### config.mk
export PLATFORM = sky130hd
export DESIGN_NAME = lcd_field_formatter
export DESIGN_NICKNAME = d
export VERILOG_FILES = /design/src/rtl/lcdff_pkg.sv /design/src/rtl/lcdff_bcd_cell.sv /design/src/rtl/lcdff_bcd_chain.sv /design/src/rtl/lcd_field_formatter.sv
export SDC_FILE = /design/constraint.sdc
export NUM_CORES = 1
export LEC_CHECK = 0
export ABC_AREA = 1
export BUFFER_PORTS_ARGS = -buffer_cell sky130_fd_sc_hd__buf_2
export CORE_MARGIN = 4
export CORE_UTILIZATION = 40
export CTS_BUF_LIST = sky130_fd_sc_hd__clkbuf_8 sky130_fd_sc_hd__clkbuf_16
export DETAILED_ROUTE_END_ITERATION = 8
export PLACE_DENSITY = 0.65
export SETUP_SLACK_MARGIN = 0.05
export SYNTH_ARGS = -nofsm -noshare
export SYNTH_HDL_FRONTEND = slang
export SYNTH_HIERARCHICAL = 1
export SYNTH_SLANG_ARGS = --single-unit
### constraint.sdc
create_clock -name clk -period 4.31 [get_ports clk]
set_input_delay 0.862 -clock clk [delete_from_list [all_inputs] [get_ports clk]]
set_output_delay 0.862 -clock clk [all_outputs]
set_load 0.01 [all_outputs]
### src/rtl/lcdff_pkg.sv
// Shared types, constants and helper functions of the LCD field formatter.
// Depends on nothing; every other file of the block imports it.

package lcdff_pkg;

    // Largest decimal field, in digits.
    localparam int MAX_DIGITS = 5;

    // Input and magnitude widths follow the fixed field widths.
    localparam int VALUE_W  = 16;
    localparam int WIDTH_W  = 4;
    localparam int COLUMN_W = 6;
    localparam int MAG_W    = VALUE_W;

    // The converter takes two magnitude bits per cycle.
    localparam int CONV_STEPS = MAG_W / 2;
    localparam int CNT_W      = $clog2(CONV_STEPS);

    // Digit count, digit index and the width used for the range check.
    localparam int ND_W      = $clog2(MAX_DIGITS + 1);
    localparam int DIG_IDX_W = (MAX_DIGITS > 1) ? $clog2(MAX_DIGITS) : 1;
    localparam int CMP_W     = MAG_W + 4 * MAX_DIGITS;

    // Display codes.
    localparam logic [7:0] CHAR_ZERO     = 8'h30;
    localparam logic [7:0] CHAR_NINE     = 8'h39;
    localparam logic [7:0] CHAR_MINUS    = 8'h2d;
    localparam logic [7:0] CHAR_SPACE    = 8'h20;
    localparam logic [7:0] HEX_ALPHA_GAP = 8'h07;
    localparam logic [6:0] LINE2_OFFSET  = 7'h40;
    localparam logic       RS_COMMAND    = 1'b0;
    localparam logic       RS_DATA       = 1'b1;

    // Control of the digit chain for one cycle.
    typedef struct packed {
        logic load;   // clear the digits and take a new magnitude
        logic shift;  // run one two-bit conversion step
    } chain_ctrl_t;

    typedef logic [MAX_DIGITS-1:0][3:0] digit_row_t;

    // Ten to the power n, evaluated on constants only.
    function automatic logic [CMP_W-1:0] pow10(input int n);
        logic [CMP_W-1:0] p;
        p = CMP_W'(1);
        for (int i = 0; i < n; i++) begin
            p = CMP_W'(p * 10);
        end
        return p;
    endfunction

    // Uppercase ASCII character of one hex nibble.
    function automatic logic [7:0] hex_char(input logic [3:0] nib);
        logic [7:0] c;
        c = CHAR_ZERO + {4'b0000, nib};
        if (c > CHAR_NINE) begin
            c = c + HEX_ALPHA_GAP;
        end
        return c;
    endfunction

endpackage

### src/rtl/lcdff_bcd_cell.sv
// One decimal digit of the shift-and-add-3 converter chain.
// Depends on lcdff_pkg for the chain control struct.

module lcdff_bcd_cell
    import lcdff_pkg::*;
(
    input  logic        clk,
    input  chain_ctrl_t ctrl,
    input  logic [1:0]  bits_in,   // [1] enters first
    output logic [1:0]  bits_out,  // carries to the next higher digit
    output logic [3:0]  digit
);

    function automatic logic [3:0] adjust(input logic [3:0] d);
        return (d >= 4'd5) ? 4'(d + 4'd3) : d;
    endfunction

    logic [3:0] digit_reg;
    logic [3:0] digit_next;
    logic [3:0] adj_first;
    logic [3:0] adj_second;

    always_comb
    begin
        adj_first  = adjust(digit_reg);
        adj_second = adjust({adj_first[2:0], bits_in[1]});
        digit_next = {adj_second[2:0], bits_in[0]};
        bits_out   = {adj_first[3], adj_second[3]};
    end

    always_ff @(posedge clk)
    begin
        if (ctrl.load) begin
            digit_reg <= 4'd0;
        end else if (ctrl.shift) begin
            digit_reg <= digit_next;
        end
    end

    assign digit = digit_reg;

endmodule

### src/rtl/lcdff_bcd_chain.sv
// Binary-to-BCD converter: a magnitude shift register feeding a row of digit cells.
// Depends on lcdff_pkg and lcdff_bcd_cell.

module lcdff_bcd_chain
    import lcdff_pkg::*;
(
    input  logic             clk,
    input  chain_ctrl_t      ctrl,
    input  logic [MAG_W-1:0] mag,
    output digit_row_t       digits
);

    logic [MAG_W-1:0] bin_reg;
    logic [1:0]       carry [MAX_DIGITS];

    always_ff @(posedge clk)
    begin
        if (ctrl.load) begin
            bin_reg <= mag;
        end else if (ctrl.shift) begin
            bin_reg <= {bin_reg[MAG_W-3:0], 2'b00};
        end
    end

    // The most significant bits enter the ones digit first.
    assign carry[0] = bin_reg[MAG_W-1 -: 2];

    for (genvar g = 0; g < MAX_DIGITS; g++) begin : g_cell
        if (g < MAX_DIGITS - 1) begin : g_mid
            lcdff_bcd_cell u_cell (
                .clk      (clk),
                .ctrl     (ctrl),
                .bits_in  (carry[g]),
                .bits_out (carry[g+1]),
                .digit    (digits[g])
            );
        end else begin : g_top
            lcdff_bcd_cell u_cell (
                .clk      (clk),
                .ctrl     (ctrl),
                .bits_in  (carry[g]),
                .bits_out (),
                .digit    (digits[g])
            );
        end
    end

endmodule

### src/rtl/lcd_field_formatter.sv
// Top level of the LCD field formatter: request sequencer, range check and output register.
// Depends on lcdff_pkg and lcdff_bcd_chain.
//
// Usage: each request on the s_ channel carries a number, a field width, a display line
// and a column. The block answers with a byte stream for an HD44780-style character
// display on the m_ channel: one set-address command, then in decimal mode an optional
// sign character and up to five zero-padded digits, or in hex mode two uppercase hex
// characters of the low byte. m_tlast marks the final byte of each request's run.
// A value that does not fit the field shows as all nines, with the overflow bit of
// m_tuser set on every byte of that run, the address command included.
// Throughput: one request at a time. A decimal request is accepted, then converted in the
// digit chain (two magnitude bits per cycle), then sent out as its run of bytes; a hex
// request skips the conversion. s_tready is high only while the block has no request in
// progress. When the receiver stalls, the output register holds its byte and the
// sequencer waits; nothing is dropped. Reset clears the sequencer and the output valid
// flag; the block is ready for a request in the first cycle after reset.

module lcd_field_formatter
    import lcdff_pkg::*;
(
    input  logic        clk,
    input  logic        rst_n,
    input  logic        s_tvalid,
    output logic        s_tready,
    input  logic [31:0] s_tdata,   // value[15:0], width[19:16], second_line[20],
                                   // column[26:21], zero[31:27]
    input  logic        s_tuser,   // action: 0 decimal, 1 hex
    output logic        m_tvalid,
    input  logic        m_tready,
    output logic [7:0]  m_tdata,   // code[7:0]
    output logic [1:0]  m_tuser,   // register_select[0], overflow[1]
    output logic        m_tlast
);

    localparam logic [2:0] ST_IDLE  = 3'd0;
    localparam logic [2:0] ST_CONV  = 3'd1;
    localparam logic [2:0] ST_ADDR  = 3'd2;
    localparam logic [2:0] ST_SIGN  = 3'd3;
    localparam logic [2:0] ST_DIGIT = 3'd4;

    // Input fields.
    logic [VALUE_W-1:0]  in_value;
    logic [WIDTH_W-1:0]  in_width;
    logic                in_line2;
    logic [COLUMN_W-1:0] in_column;

    assign in_value  = s_tdata[15:0];
    assign in_width  = s_tdata[19:16];
    assign in_line2  = s_tdata[20];
    assign in_column = s_tdata[26:21];

    // Sequencer and request registers.
    logic [2:0]      state_reg, state_next;
    logic [CNT_W-1:0] cnt_reg, cnt_next;
    logic [ND_W-1:0] idx_reg, idx_next;
    logic            hex_reg;
    logic [6:0]      addr_reg;
    logic            sign_reg;
    logic            neg_reg;
    logic [ND_W-1:0] nd_reg;
    logic            sat_reg;
    logic [7:0]      byte_reg;

    // Output register.
    logic       out_valid_reg;
    logic [7:0] out_code_reg;
    logic       out_rs_reg;
    logic       out_ovf_reg;
    logic       out_last_reg;

    logic       accept;
    logic       out_free;
    logic       out_load;
    logic [7:0] load_code;
    logic       load_rs;
    logic       load_last;

    // Decode of the incoming request.
    logic               v_neg;
    logic               w_neg;
    logic [MAG_W-1:0]   mag;
    logic [WIDTH_W-1:0] w_abs;
    logic [ND_W-1:0]    nd;
    logic               sat;
    logic [CMP_W-1:0]   pow_tab [MAX_DIGITS+1];

    chain_ctrl_t chain_ctrl;
    digit_row_t  digits;
    logic [3:0]  cur_digit;

    for (genvar g = 0; g <= MAX_DIGITS; g++) begin : g_pow
        assign pow_tab[g] = pow10(g);
    end

    always_comb
    begin
        v_neg = in_value[VALUE_W-1];
        w_neg = in_width[WIDTH_W-1];
        mag   = v_neg ? MAG_W'(-in_value) : in_value;
        w_abs = w_neg ? WIDTH_W'(-in_width) : in_width;
        nd    = (w_abs > WIDTH_W'(MAX_DIGITS)) ? ND_W'(MAX_DIGITS) : ND_W'(w_abs);
        // A negative value without a sign position, or a magnitude of more than nd
        // digits, saturates a field of one digit or more.
        sat   = (nd != '0)
                && ((!w_neg && v_neg) || ({{(CMP_W-MAG_W){1'b0}}, mag} >= pow_tab[nd]));
    end

    assign s_tready = (state_reg == ST_IDLE);
    assign accept   = s_tvalid && s_tready;
    assign out_free = !out_valid_reg || m_tready;

    assign chain_ctrl.load  = accept;
    assign chain_ctrl.shift = (state_reg == ST_CONV);

    lcdff_bcd_chain u_chain (
        .clk    (clk),
        .ctrl   (chain_ctrl),
        .mag    (mag),
        .digits (digits)
    );

    assign cur_digit = digits[idx_reg[DIG_IDX_W-1:0]];

    always_comb
    begin
        state_next = state_reg;
        cnt_next   = cnt_reg;
        idx_next   = idx_reg;
        out_load   = 1'b0;
        load_code  = {1'b1, addr_reg};
        load_rs    = RS_COMMAND;
        load_last  = 1'b0;

        unique case (state_reg)
            ST_IDLE:
            begin
                cnt_next = '0;
                if (s_tvalid) begin
                    state_next = s_tuser ? ST_ADDR : ST_CONV;
                end
            end
            ST_CONV:
            begin
                cnt_next = CNT_W'(cnt_reg + 1'b1);
                if (cnt_reg == CNT_W'(CONV_STEPS - 1)) begin
                    state_next = ST_ADDR;
                end
            end
            ST_ADDR:
            begin
                out_load  = out_free;
                load_last = !hex_reg && (nd_reg == '0);
                if (out_free) begin
                    if (hex_reg) begin
                        state_next = ST_DIGIT;
                        idx_next   = ND_W'(1);
                    end else if (sign_reg) begin
                        state_next = ST_SIGN;
                    end else if (nd_reg == '0) begin
                        state_next = ST_IDLE;
                    end else begin
                        state_next = ST_DIGIT;
                        idx_next   = nd_reg - ND_W'(1);
                    end
                end
            end
            ST_SIGN:
            begin
                out_load  = out_free;
                load_rs   = RS_DATA;
                load_code = neg_reg ? CHAR_MINUS : CHAR_SPACE;
                if (out_free) begin
                    state_next = ST_DIGIT;
                    idx_next   = nd_reg - ND_W'(1);
                end
            end
            ST_DIGIT:
            begin
                out_load  = out_free;
                load_rs   = RS_DATA;
                load_last = (idx_reg == '0);
                if (hex_reg) begin
                    load_code = hex_char(idx_reg[0] ? byte_reg[7:4] : byte_reg[3:0]);
                end else if (sat_reg) begin
                    load_code = CHAR_NINE;
                end else begin
                    load_code = CHAR_ZERO + {4'b0000, cur_digit};
                end
                if (out_free) begin
                    if (idx_reg == '0) begin
                        state_next = ST_IDLE;
                    end else begin
                        idx_next = idx_reg - ND_W'(1);
                    end
                end
            end
            default:
            begin
                state_next = ST_IDLE;
            end
        endcase
    end

    always_ff @(posedge clk or negedge rst_n)
    begin
        if (!rst_n) begin
            state_reg     <= ST_IDLE;
            cnt_reg       <= '0;
            idx_reg       <= '0;
            out_valid_reg <= 1'b0;
        end else begin
            state_reg <= state_next;
            cnt_reg   <= cnt_next;
            idx_reg   <= idx_next;
            if (out_load) begin
                out_valid_reg <= 1'b1;
            end else if (m_tready) begin
                out_valid_reg <= 1'b0;
            end
        end
    end

    // Request fields and output payload need no reset.
    always_ff @(posedge clk)
    begin
        if (accept) begin
            hex_reg  <= s_tuser;
            addr_reg <= {1'b0, in_column} + (in_line2 ? LINE2_OFFSET : 7'h00);
            sign_reg <= w_neg && !s_tuser;
            neg_reg  <= v_neg;
            nd_reg   <= nd;
            sat_reg  <= sat && !s_tuser;
            byte_reg <= in_value[7:0];
        end
        if (out_load) begin
            out_code_reg <= load_code;
            out_rs_reg   <= load_rs;
            out_ovf_reg  <= sat_reg;
            out_last_reg <= load_last;
        end
    end

    assign m_tvalid = out_valid_reg;
    assign m_tdata  = out_code_reg;
    assign m_tuser  = {out_ovf_reg, out_rs_reg};
    assign m_tlast  = out_last_reg;

    // A request that is taken closes the input until its run is over.
    a_accept_closes: assert property (@(posedge clk) disable iff (!rst_n)
        accept |=> !s_tready)
        else $error("input stayed open after a request was accepted");

    // Loading the final byte of a run returns the sequencer to idle.
    a_last_ends_run: assert property (@(posedge clk) disable iff (!rst_n)
        out_load && load_last |=> (state_reg == ST_IDLE))
        else $error("sequencer kept running after the final byte");

    // Hex runs never report overflow.
    a_hex_no_ovf: assert property (@(posedge clk) disable iff (!rst_n)
        out_load && hex_reg |=> !m_tuser[1])
        else $error("overflow raised on a hex run");

    // Only the address command is sent as a command byte.
    a_cmd_is_addr: assert property (@(posedge clk) disable iff (!rst_n)
        out_load && (load_rs == RS_COMMAND) |-> (state_reg == ST_ADDR))
        else $error("command byte outside the address step");

endmodule
=== Word-level counts from Yosys, hierarchy flattened ===
Memory sizes are Yosys's and may differ from the RTL's.
Cells that the tools add are included.

* Mux-type cells: 51
* $add $sub $neg: 19
* Magnitude comparators: 15
* Reductions and logical operators: 24
* Bitwise gates (word level): 1
* Equality and inequality tests: 14

{| class="wikitable"
|+ Operators by type and width
! cell !! count
|-
| 36-bit two-way mux || 2
|-
| 3-bit two-way mux || 19
|-
| 16-bit two-way mux || 3
|-
| 4-bit two-way mux || 12
|-
| 4-bit by 3-bit greater-or-equal comparator with 1-bit output (second input constant) || 10
|-
| 16-bit by 36-bit greater-or-equal comparator with 1-bit output || 1
|-
| 4-bit by 2-bit adder with 4-bit output (second input constant) || 8
|-
| 8-bit two-way mux || 2
|-
| 16-bit negator || 1
|-
| 8-bit one-hot mux with 2 select lines || 1
|-
| 3-bit one-hot mux with 5 select lines || 1
|-
| 6-bit by 4-bit adder with 7-bit output (first input constant) || 2
|-
| 7-bit two-way mux || 2
|-
| 4-bit binary-select mux with 3-bit select || 1
|-
| 2-bit inequality test (second input constant) || 6
|-
| 3-bit logical NOT || 3
|-
| 3-bit one-hot mux with 3 select lines || 1
|-
| 7-bit by 3-bit adder with 8-bit output (second input constant) || 1
|-
| 6-bit by 7-bit adder with 7-bit output || 1
|-
| 7-bit by 6-bit greater-than comparator with 1-bit output (second input constant) || 1
|-
| 7-bit AND reduction || 1
|-
| 3-bit by 2-bit adder with 3-bit output (second input constant) || 2
|-
| 3-bit by 2-bit equality test with 1-bit output (second input constant) || 2
|-
| 3-bit equality test (second input constant) || 2
|-
| other kinds (22) || 39
|}

* Flip-flop bits (word level): 79
* Memories: 1
* Input bits: 37
* Logic and storage cells: 146
* ROM bits: 288
* Output and inout bits: 13

{| class="wikitable"
|+ Memory list
! name !! depth !! width !! rd ports !! clocked after Yosys merged registers in !! wr ports !! line !! text
|-
| (name not given) || 8 || 36 || 1 || 0 || 0 || lcd_field_formatter.sv:105 || <nowiki>&& ((!w_neg && v_neg) || ({{(CMP_W-MAG_W){1'b0}}, mag} >= pow_tab[nd]));</nowiki>
|}

=== Logic depth before layout (Yosys ltp) ===
Gate-level depths: netlist of run 1.

* Depth in word-level cells: 12
* Depth in mapped cells: 27
* Gate-level depth less buffers: 27

=== By module ===
The synthesis of run 1 kept the hierarchy.

{| class="wikitable"
|+ Modules (own cells, without submodules)
! module !! seq. area each (um2) !! cells an instance !! area each (um2) !! instances
|-
| lcd_field_formatter || 1241.2 || 370 || 3106.7 || 1
|-
| lcdff_bcd_cell || 80.1 || 57 || 405.4 || 5
|-
| lcdff_bcd_chain || 480.5 || 67 || 720.7 || 1
|}

=== Worst setup path before layout of run 1 ===
OpenSTA, ideal clock, no wires.

* Path kind: reg-to-reg
* From: register state_reg[1]
* To: register u_chain.bin_reg[0], enable pin
* Period minus slack after synthesis: 3.613 ns
* Buffers on the path: 1
* Path slack: 0.697 ns
* Stages on the path, launching flop included: 8
* Data required time: 3.937 ns
* Arrival: 3.240 ns
* Cells stage by stage: dfrtp_1 nor2_1 inv_2 nor2_1 inv_1 nor2_1 buf_6 or2_1

* Cells in the longest elaborated chain, start to end: 3
* Elaborated cells between the ends (all ways): 4
* Classes of those cells: 1 x eq/ne; 3 x reduce/logical

{| class="wikitable"
|+ RTL lines
! what !! line !! text
|-
| from (decl) || lcd_field_formatter.sv:53 || <nowiki>logic [2:0] state_reg, state_next;</nowiki>
|-
| from (signal assigned) || lcd_field_formatter.sv:212 || <nowiki>state_reg <= state_next;</nowiki>
|-
| 3-bit logical NOT || lcd_field_formatter.sv:108 || <nowiki>assign s_tready = (state_reg == ST_IDLE);</nowiki>
|-
| via s_tready || lcd_field_formatter.sv:24 || <nowiki>output logic s_tready,</nowiki>
|-
| 1-bit logical AND || lcd_field_formatter.sv:109 || <nowiki>assign accept = s_tvalid && s_tready;</nowiki>
|-
| via accept || lcd_field_formatter.sv:71 || <nowiki>logic accept;</nowiki>
|-
| 2-bit nonzero test (no source line) || n/a ||
|-
| to (signal assigned) || lcdff_bcd_chain.sv:19 || <nowiki>bin_reg <= mag;</nowiki>
|-
| to (signal assigned) || lcdff_bcd_chain.sv:21 || <nowiki>bin_reg <= {bin_reg[MAG_W-3:0], 2'b00};</nowiki>
|-
| to (decl) || lcdff_bcd_chain.sv:13 || <nowiki>logic [MAG_W-1:0] bin_reg;</nowiki>
|}

The timed path passes the listed nets, and every way through them passes these cells.
A chain may end at the register's enable or synchronous reset.

=== Worst setup path after layout of run 1 ===
* From: input s_tdata[16]
* To: register sat_reg, data pin

* Cells in the longest elaborated chain, start to end: 12
* Elaborated cells between the ends (all ways): 13
* Classes of those cells: 1 x add/sub; 2 x order compare; 4 x mux; 1 x bitwise; 4 x reduce/logical; 1 x memory

{| class="wikitable"
|+ RTL lines
! what !! line !! text
|-
| from (decl) || lcd_field_formatter.sv:25 || <nowiki>input logic [31:0] s_tdata,</nowiki>
|-
| 4-bit negator || lcd_field_formatter.sv:100 || <nowiki>w_abs = w_neg ? WIDTH_W'(-in_width) : in_width;</nowiki>
|-
| 4-bit two-way mux (*) || lcd_field_formatter.sv:100 ||
|-
| 4-bit by 3-bit greater-than comparator with 1-bit output || lcd_field_formatter.sv:101 || <nowiki>nd = (w_abs > WIDTH_W'(MAX_DIGITS)) ? ND_W'(MAX_DIGITS) : ND_W'(w_abs);</nowiki>
|-
| 3-bit two-way mux (*) || lcd_field_formatter.sv:101 ||
|-
| via nd[2] || lcd_field_formatter.sv:83 || <nowiki>logic [ND_W-1:0] nd;</nowiki>
|-
| 3-bit NOT with 4-bit output (implied by the code) || lcd_field_formatter.sv:105 ||
|-
| memory 8 x 36 bit || n/a ||
|-
| 36-bit two-way mux (implied by the code) (2 in series) || lcd_field_formatter.sv:105 ||
|-
| 16-bit by 36-bit greater-or-equal comparator with 1-bit output || lcd_field_formatter.sv:105 ||
|-
| 1-bit logical OR || lcd_field_formatter.sv:105 ||
|-
| 1-bit logical AND (*) || lcd_field_formatter.sv:105 ||
|-
| 1-bit logical AND (*) || lcd_field_formatter.sv:232 || <nowiki>sat_reg <= sat && !s_tuser;</nowiki>
|-
| to (signal assigned) || lcd_field_formatter.sv:232 ||
|-
| to (decl) || lcd_field_formatter.sv:61 || <nowiki>logic sat_reg;</nowiki>
|}

Mark *: on every way through the listed nets, which the timed path passes. The rest lies on a longest branch. The select of a mux whose other input is x is not followed.

==> flow_summary.ini, run 1 <==
[route]
vias_per_cell = 4.78
postRouteAntennaNets = 0
avgRoutedWirePerCell_microns = 12.5
first_pass_iters = 4
drt_first_iter_violations = 250
vias = 4519
wirelength_mm = 11.8
post-route-drc-count = 0

[synthesis]
synthesis.nets = 788
synthesis.instances = 716
ys_warn_count = 6
syn-cell-area_sq_mm = 0.00582
synth.avg_cell_area_sq_um = 8.13

[final_layout]
flow.area_growth_from_synthesis_pct = 11.6
final_layout_size_suffix_gt1_frac = 0.217
layout.nets = 832
num-fill-cells = 1366
total_inserted_antenna_cells = 0
final_util = 0.463

[sta]
hold_violation_total_from_the_final_report = 0
max-slew-margin-rel = 0.544
fin_setup_tns_ps = 0
fin_worst_skew_ps = 12.2
period_minus_slack_ps = 3170
final-setup-viol-count = 0
fmax_ghz = 0.315
finalCritPeriodShare = 0.736
worst-slew-pin-transition_ps = 684
grt_setup_unrepaired = false
final-max-slew-violation-count = 0

[power]
netSwitchingFraction = 0.430
power.static_leakage_nw = 3.14
worst_ir_drop_on_vdd_uv = 254
p_comb_frac = 0.517
pwr-share-seq = 0.305
internal_power_mw = 2.53
clkPwrFrac = 0.178
p_per_area_mw_per_mm2 = 683
net-switching-power_mw = 1.91

[clock_tree]
clk-insertion-delay-late_ps = 340
cts-buffers-inserted = 9
htree_num_levels = 3
post_cts_buffers = 0
max-clock-path-buffers = 2
cts_hold_buffers = 0
cts_tree = done
clkSlewWorstSetupHoldPaths_ps = 70
count_of_instances_resized_after_the_clock_tree_is_built = 0
clk_root_buffer_cell = sky130_fd_sc_hd__clkbuf_16
numClockSinks = 79

[setup_path]
worstPathBufferInverterCount = 4
timing.critical_path.slowest_stage_cell = sky130_fd_sc_hd__ha_1
r2r_cells = 11
crit_family = simple AND/OR/NAND/NOR gates
cp_slowest_stage_delay_ps = 250
critical_path_peak_fanout = 8
critical-path-top-cell-by-count = sky130_fd_sc_hd__nand2_1
critPathKind = input port to flip-flop
critPathCaptureType = flip-flop
crit-reg2reg-launch = idx_reg[0]$_DFFE_PN0P_
cp_data_arrival_time_ps = 3280
critical_path.startpoint_type = input port
worst-endpoint-required_ps = 4410
worst_r2r_endpoint = m_tdata[3]$_DFFE_PP_
timing.reg2reg.setup_slack_ps = 1570

[grt]
global_route.usage.total = 0.150
grt_max_degree = 41
grt_overflow = 0
grt_pass1_vias = 4288
grt_antenna_before_repair = 0
wire_length_of_the_first_global_routing_pass_mm = 20.2

[floorplan]
fp.dieW_microns = 129
number_of_core_rows = 43
dieHeight_microns = 129
floorplan.initialDensity = 0.414
die_area_sq_mm = 0.0165
boundaryPins = 50
placeableCoreArea_sq_mm = 0.0140

[placed_design]
routabilityCongestion = 0.833
place_hpwl_mm = 9.23
io_buffers = 44

[status]
run_status = complete, no violations

[hold_path]
hold_class = input port to asynchronous set/reset pin

[job]
drv.max_cap_violation_count = 0
stage by stage:
step / cell area [sq um] / setup slack, ps / power, mW / hold slack [ps] / instances
global placement: 6180 / 771 / 3.64 / 488 / 929
global route: 6500 / 787 / 4.86 / 400 / 945
detailed placement: 6180 / 752 / 3.68 / 495 / 929
CTS: 6500 / 1100 / 4.48 / 386 / 945
floorplan: 5820 / 697 / 3.28 / 451 / 716
finish: 6500 / 1140 / 4.44 / 385 / 945
power by group through the flow:
stage,combinational (mW),sequential [mW],clock [mW]
global placement,2.27,1.36,0
global route,2.63,1.39,0.839
floorplan,1.96,1.32,0
finish,2.29,1.35,0.791
detailed placement,2.31,1.37,0
CTS,2.32,1.36,0.805
worst reg2reg max path, stage by stage (launching register included):
cell and delay (ps):
sky130_fd_sc_hd__dfrtp_1 670, sky130_fd_sc_hd__inv_2 230, sky130_fd_sc_hd__or2_1 250, sky130_fd_sc_hd__o21ai_0 240
sky130_fd_sc_hd__nand3_1 240, sky130_fd_sc_hd__ha_1 280, sky130_fd_sc_hd__nand2_2 160, sky130_fd_sc_hd__nand2_1 70
sky130_fd_sc_hd__o21ai_1 80, sky130_fd_sc_hd__nand2_1 70, sky130_fd_sc_hd__o211ai_1 110, sky130_fd_sc_hd__nand3_1 90
how the worst max path moves through the flow:
stage / startpoint / end / slack (ps) / cells after the start
final: s_tdata[16] / sat_reg$_DFFE_PP_ / 1140 / 28
after global routing: s_tdata[16] / sat_reg$_DFFE_PP_ / 790 / 28
after CTS: s_tdata[16] / sat_reg$_DFFE_PP_ / 1100 / 28
after detailed placement: s_tdata[16] / sat_reg$_DFFE_PP_ / 750 / 28
after global placement: s_tdata[16] / sat_reg$_DFFE_PP_ / 770 / 28
after floorplan: state_reg[1]$_DFFE_PN0P_ / u_chain/bin_reg[0]$_SDFFCE_PN0P_ / 700 / 7
metal layers:
| layer | vias up | track usage | wire, microns | share of wire |
|---|---|---|---|---|
| li1 | 2422 | - | - | - |
| met2 | 67 | 0.244 | 5520 | 0.47 |
| met3 | 13 | 0.0162 | 374 | 0.032 |
| met5 | - | 0 | 0 | 0 |
| met1 | 2017 | 0.210 | 5730 | 0.49 |
| met4 | 0 | 0.0525 | 175 | 0.015 |
cells in the final DEF (no fill, tap or decap), types with 6 or more instances in the layout:
master	instances
sky130_fd_sc_hd__nand2_1	169
sky130_fd_sc_hd__inv_1	102
sky130_fd_sc_hd__nand3_1	50
sky130_fd_sc_hd__edfxtp_1	49
sky130_fd_sc_hd__buf_2	44
sky130_fd_sc_hd__nand2_2	41
sky130_fd_sc_hd__nor2_1	36
sky130_fd_sc_hd__a21oi_1	35
sky130_fd_sc_hd__ha_1	35
sky130_fd_sc_hd__o21ai_0	24
sky130_fd_sc_hd__dfxtp_1	20
sky130_fd_sc_hd__o21ai_1	15
sky130_fd_sc_hd__inv_2	12
sky130_fd_sc_hd__clkbuf_16	10
sky130_fd_sc_hd__dfrtp_1	10
sky130_fd_sc_hd__bufinv_8	10
sky130_fd_sc_hd__xor2_1	9
sky130_fd_sc_hd__nand4_1	6
sky130_fd_sc_hd__nand3_2	6
sky130_fd_sc_hd__xnor2_1	6
layout make-up:
class                           count  area [sq um]  share of cell area
Clock buffer                       10           250              0.0385
Clock inverter                      6          65.1              0.0100
Inverter                          124           608              0.0936
Multi-Input combinational cell    500          2990               0.460
Sequential cell                    79          2120               0.327
Tap cell                          180           225              0.0347
Timing Repair Buffer               46           235              0.0362
Note: power is estimated with default switching activity, not from simulation.
==> inputs of run 2 (changes only) <==
Clock period 4.31 ns to 2.99 ns, I/O delays scaled along.
==> run 2 against run 1 <==
Non-clock buffer count grew 15. Sequential power grew 43%. Wire length rose by 0.52%. Combinational power is 48% higher. Clock power is 42% higher. Cell area increased by 1.7%. Via count up 1.4%.
==> flow_summary.ini, run 2 (same netlist as run 1, synthesis figures left out) <==
[setup_path]
worst-endpoint-required_ps = 3080
critical_path.startpoint_type = input port
critPathKind = input port to flip-flop
critical_path_peak_fanout = 5
critPathCaptureType = flip-flop
cp_data_arrival_time_ps = 2790

[clock_tree]
max-clock-path-buffers = 2
count_of_instances_resized_after_the_clock_tree_is_built = 0
clk_root_buffer_cell = sky130_fd_sc_hd__clkbuf_16
htree_num_levels = 3
cts_hold_buffers = 0
clkSlewWorstSetupHoldPaths_ps = 60
cts-buffers-inserted = 9
post_cts_buffers = 0
cts_tree = done
clk-insertion-delay-late_ps = 340
numClockSinks = 79

[floorplan]
boundaryPins = 50
fp.dieW_microns = 129
floorplan.initialDensity = 0.414
die_area_sq_mm = 0.0165
number_of_core_rows = 43
dieHeight_microns = 129
placeableCoreArea_sq_mm = 0.0140

[route]
avgRoutedWirePerCell_microns = 12.4
first_pass_iters = 4
vias_per_cell = 4.78
post-route-drc-count = 0
drt_first_iter_violations = 216
vias = 4584
wirelength_mm = 11.9
postRouteAntennaNets = 0

[final_layout]
flow.area_growth_from_synthesis_pct = 13.5
final_util = 0.470
total_inserted_antenna_cells = 0
layout_commonest_cell = sky130_fd_sc_hd__nand2_1
ff_latch_area_sq_mm = 0.00212
num-fill-cells = 1388
final_layout_size_suffix_gt1_frac = 0.231
most_used_cells_in_the_layout_excluding_fill_and_tap_cells = sky130_fd_sc_hd__nand2_1, sky130_fd_sc_hd__inv_1, sky130_fd_sc_hd__nand3_1
finish.instance_area_sq_mm = 0.00661
layout.nets = 847
multi_input_gate_area_in_the_final_layout_sq_mm = 0.00299

[placed_design]
routabilityCongestion = 0.819
detailed_place.area_sq_mm = 0.00629
io_buffers = 44
place_hpwl_mm = 9.17

[sta]
period_minus_slack_ps = 2700
grt_setup_unrepaired = false
worst-slew-pin-transition_ps = 726
fin_worst_skew_ps = 6.00
final-setup-viol-count = 0
finalCritPeriodShare = 0.901
fmax_ghz = 0.371
final-max-slew-violation-count = 0
timing.hold.ws_ps = 133
max-slew-margin-rel = 0.516
hold_violation_total_from_the_final_report = 0

[power]
p_per_area_mw_per_mm2 = 976
power.static_leakage_nw = 3.22
worst_ir_drop_on_vdd_uv = 453
sum_of_internal_switching_and_leakage_power_mw = 6.45

[hold_path]
hold_class = input port to asynchronous set/reset pin

[grt]
grt_max_degree = 60
grt_pass1_vias = 4202
global_route.usage.total = 0.147
grt_antenna_before_repair = 0
grt_overflow = 0
wire_length_of_the_first_global_routing_pass_mm = 19.7

[status]
run_status = complete, no violations

[job]
drv.max_cap_violation_count = 0
-- run 2: cell count changes in the layout (fill, tap and decap cells not counted) --
cell                       change
sky130_fd_sc_hd__clkinv_4      -1
sky130_fd_sc_hd__inv_1         +1
sky130_fd_sc_hd__buf_4        +15
sky130_fd_sc_hd__inv_6         -2
sky130_fd_sc_hd__clkinv_2      +1
sky130_fd_sc_hd__clkbuf_8      +1
-- run 2: cell type report --
| type | instances | area share |
|---|---|---|
| well taps | 180 | 0.0341 |
| clock buffers | 11 | 0.0400 |
| clock inverters | 5 | 0.00720 |
| repair buffers | 61 | 0.0527 |
| inverters | 124 | 0.0921 |
| flip-flops and latches | 79 | 0.321 |
| multi-input cells | 500 | 0.453 |
-- run 2: worst max-delay path, stage by stage --
cell	delay [ps]
sky130_fd_sc_hd__buf_2	90
sky130_fd_sc_hd__inv_1	50
sky130_fd_sc_hd__ha_1	220
sky130_fd_sc_hd__nor2_4	130
sky130_fd_sc_hd__xor2_4	180
sky130_fd_sc_hd__o21ai_4	90
sky130_fd_sc_hd__o21ai_2	70
sky130_fd_sc_hd__nand2_2	90
sky130_fd_sc_hd__buf_4	170
sky130_fd_sc_hd__o21ai_0	150
sky130_fd_sc_hd__ha_1	270
sky130_fd_sc_hd__a21oi_1	160
sky130_fd_sc_hd__o31a_1	130
sky130_fd_sc_hd__nand2_1	60
sky130_fd_sc_hd__nand2_1	50
sky130_fd_sc_hd__nand2_1	40
sky130_fd_sc_hd__nand2_1	50
sky130_fd_sc_hd__nand2_1	60
sky130_fd_sc_hd__nand2_2	80
sky130_fd_sc_hd__a21oi_2	60
-- run 2: report_power, final --
part	leakage (nW)	switching, mW	internal, mW
Clock	0.163	0.413	0.710
Combinational	2.30	2.09	1.31
Sequential	0.755	0.247	1.68
Total	3.22	2.75	3.70
-- run 2: final timing paths --
kind / from / endpoint / slack [ps] / depth (start not counted)
min reg2reg: u_chain/g_cell[3].g_mid.u_cell/digit[3]$_SDFFE_PP0P_ / u_chain/g_cell[3].g_mid.u_cell/digit[3]$_SDFFE_PP0P_ / 500 / 2
max: s_tdata[16] / sat_reg$_DFFE_PP_ / 290 / 20
min in group clk: s_tdata[24] / addr_reg[3]$_DFFE_PP_ / 430 / 1
max in group asynchronous: rst_n / state_reg[0]$_DFFE_PN0P_ / 2640 / 1
max reg2reg: idx_reg[0]$_DFFE_PN0P_ / m_tdata[3]$_DFFE_PP_ / 770 / 10
min: rst_n / idx_reg[1]$_DFFE_PN0P_ / 130 / 1
-- run 2: metrics by stage --
stage	std cells	setup slack, ps	TNS (ps)
floorplan	716	85.5	0
global placement	944	-46.6	-46.6
detailed placement	944	-91.3	-91.3
CTS	960	258	0
global route	960	63.5	0
finish	960	295	0
-- run 2: layer usage --
metal / vias to the layer above / GRT usage / routed length, microns
met2: 63 / 0.238 / 5460
met5: - / 0 / 0
li1: 2456 / - / -
met4: 0 / 0.0420 / 217
met3: 18 / 0.0299 / 378
met1: 2047 / 0.200 / 5810
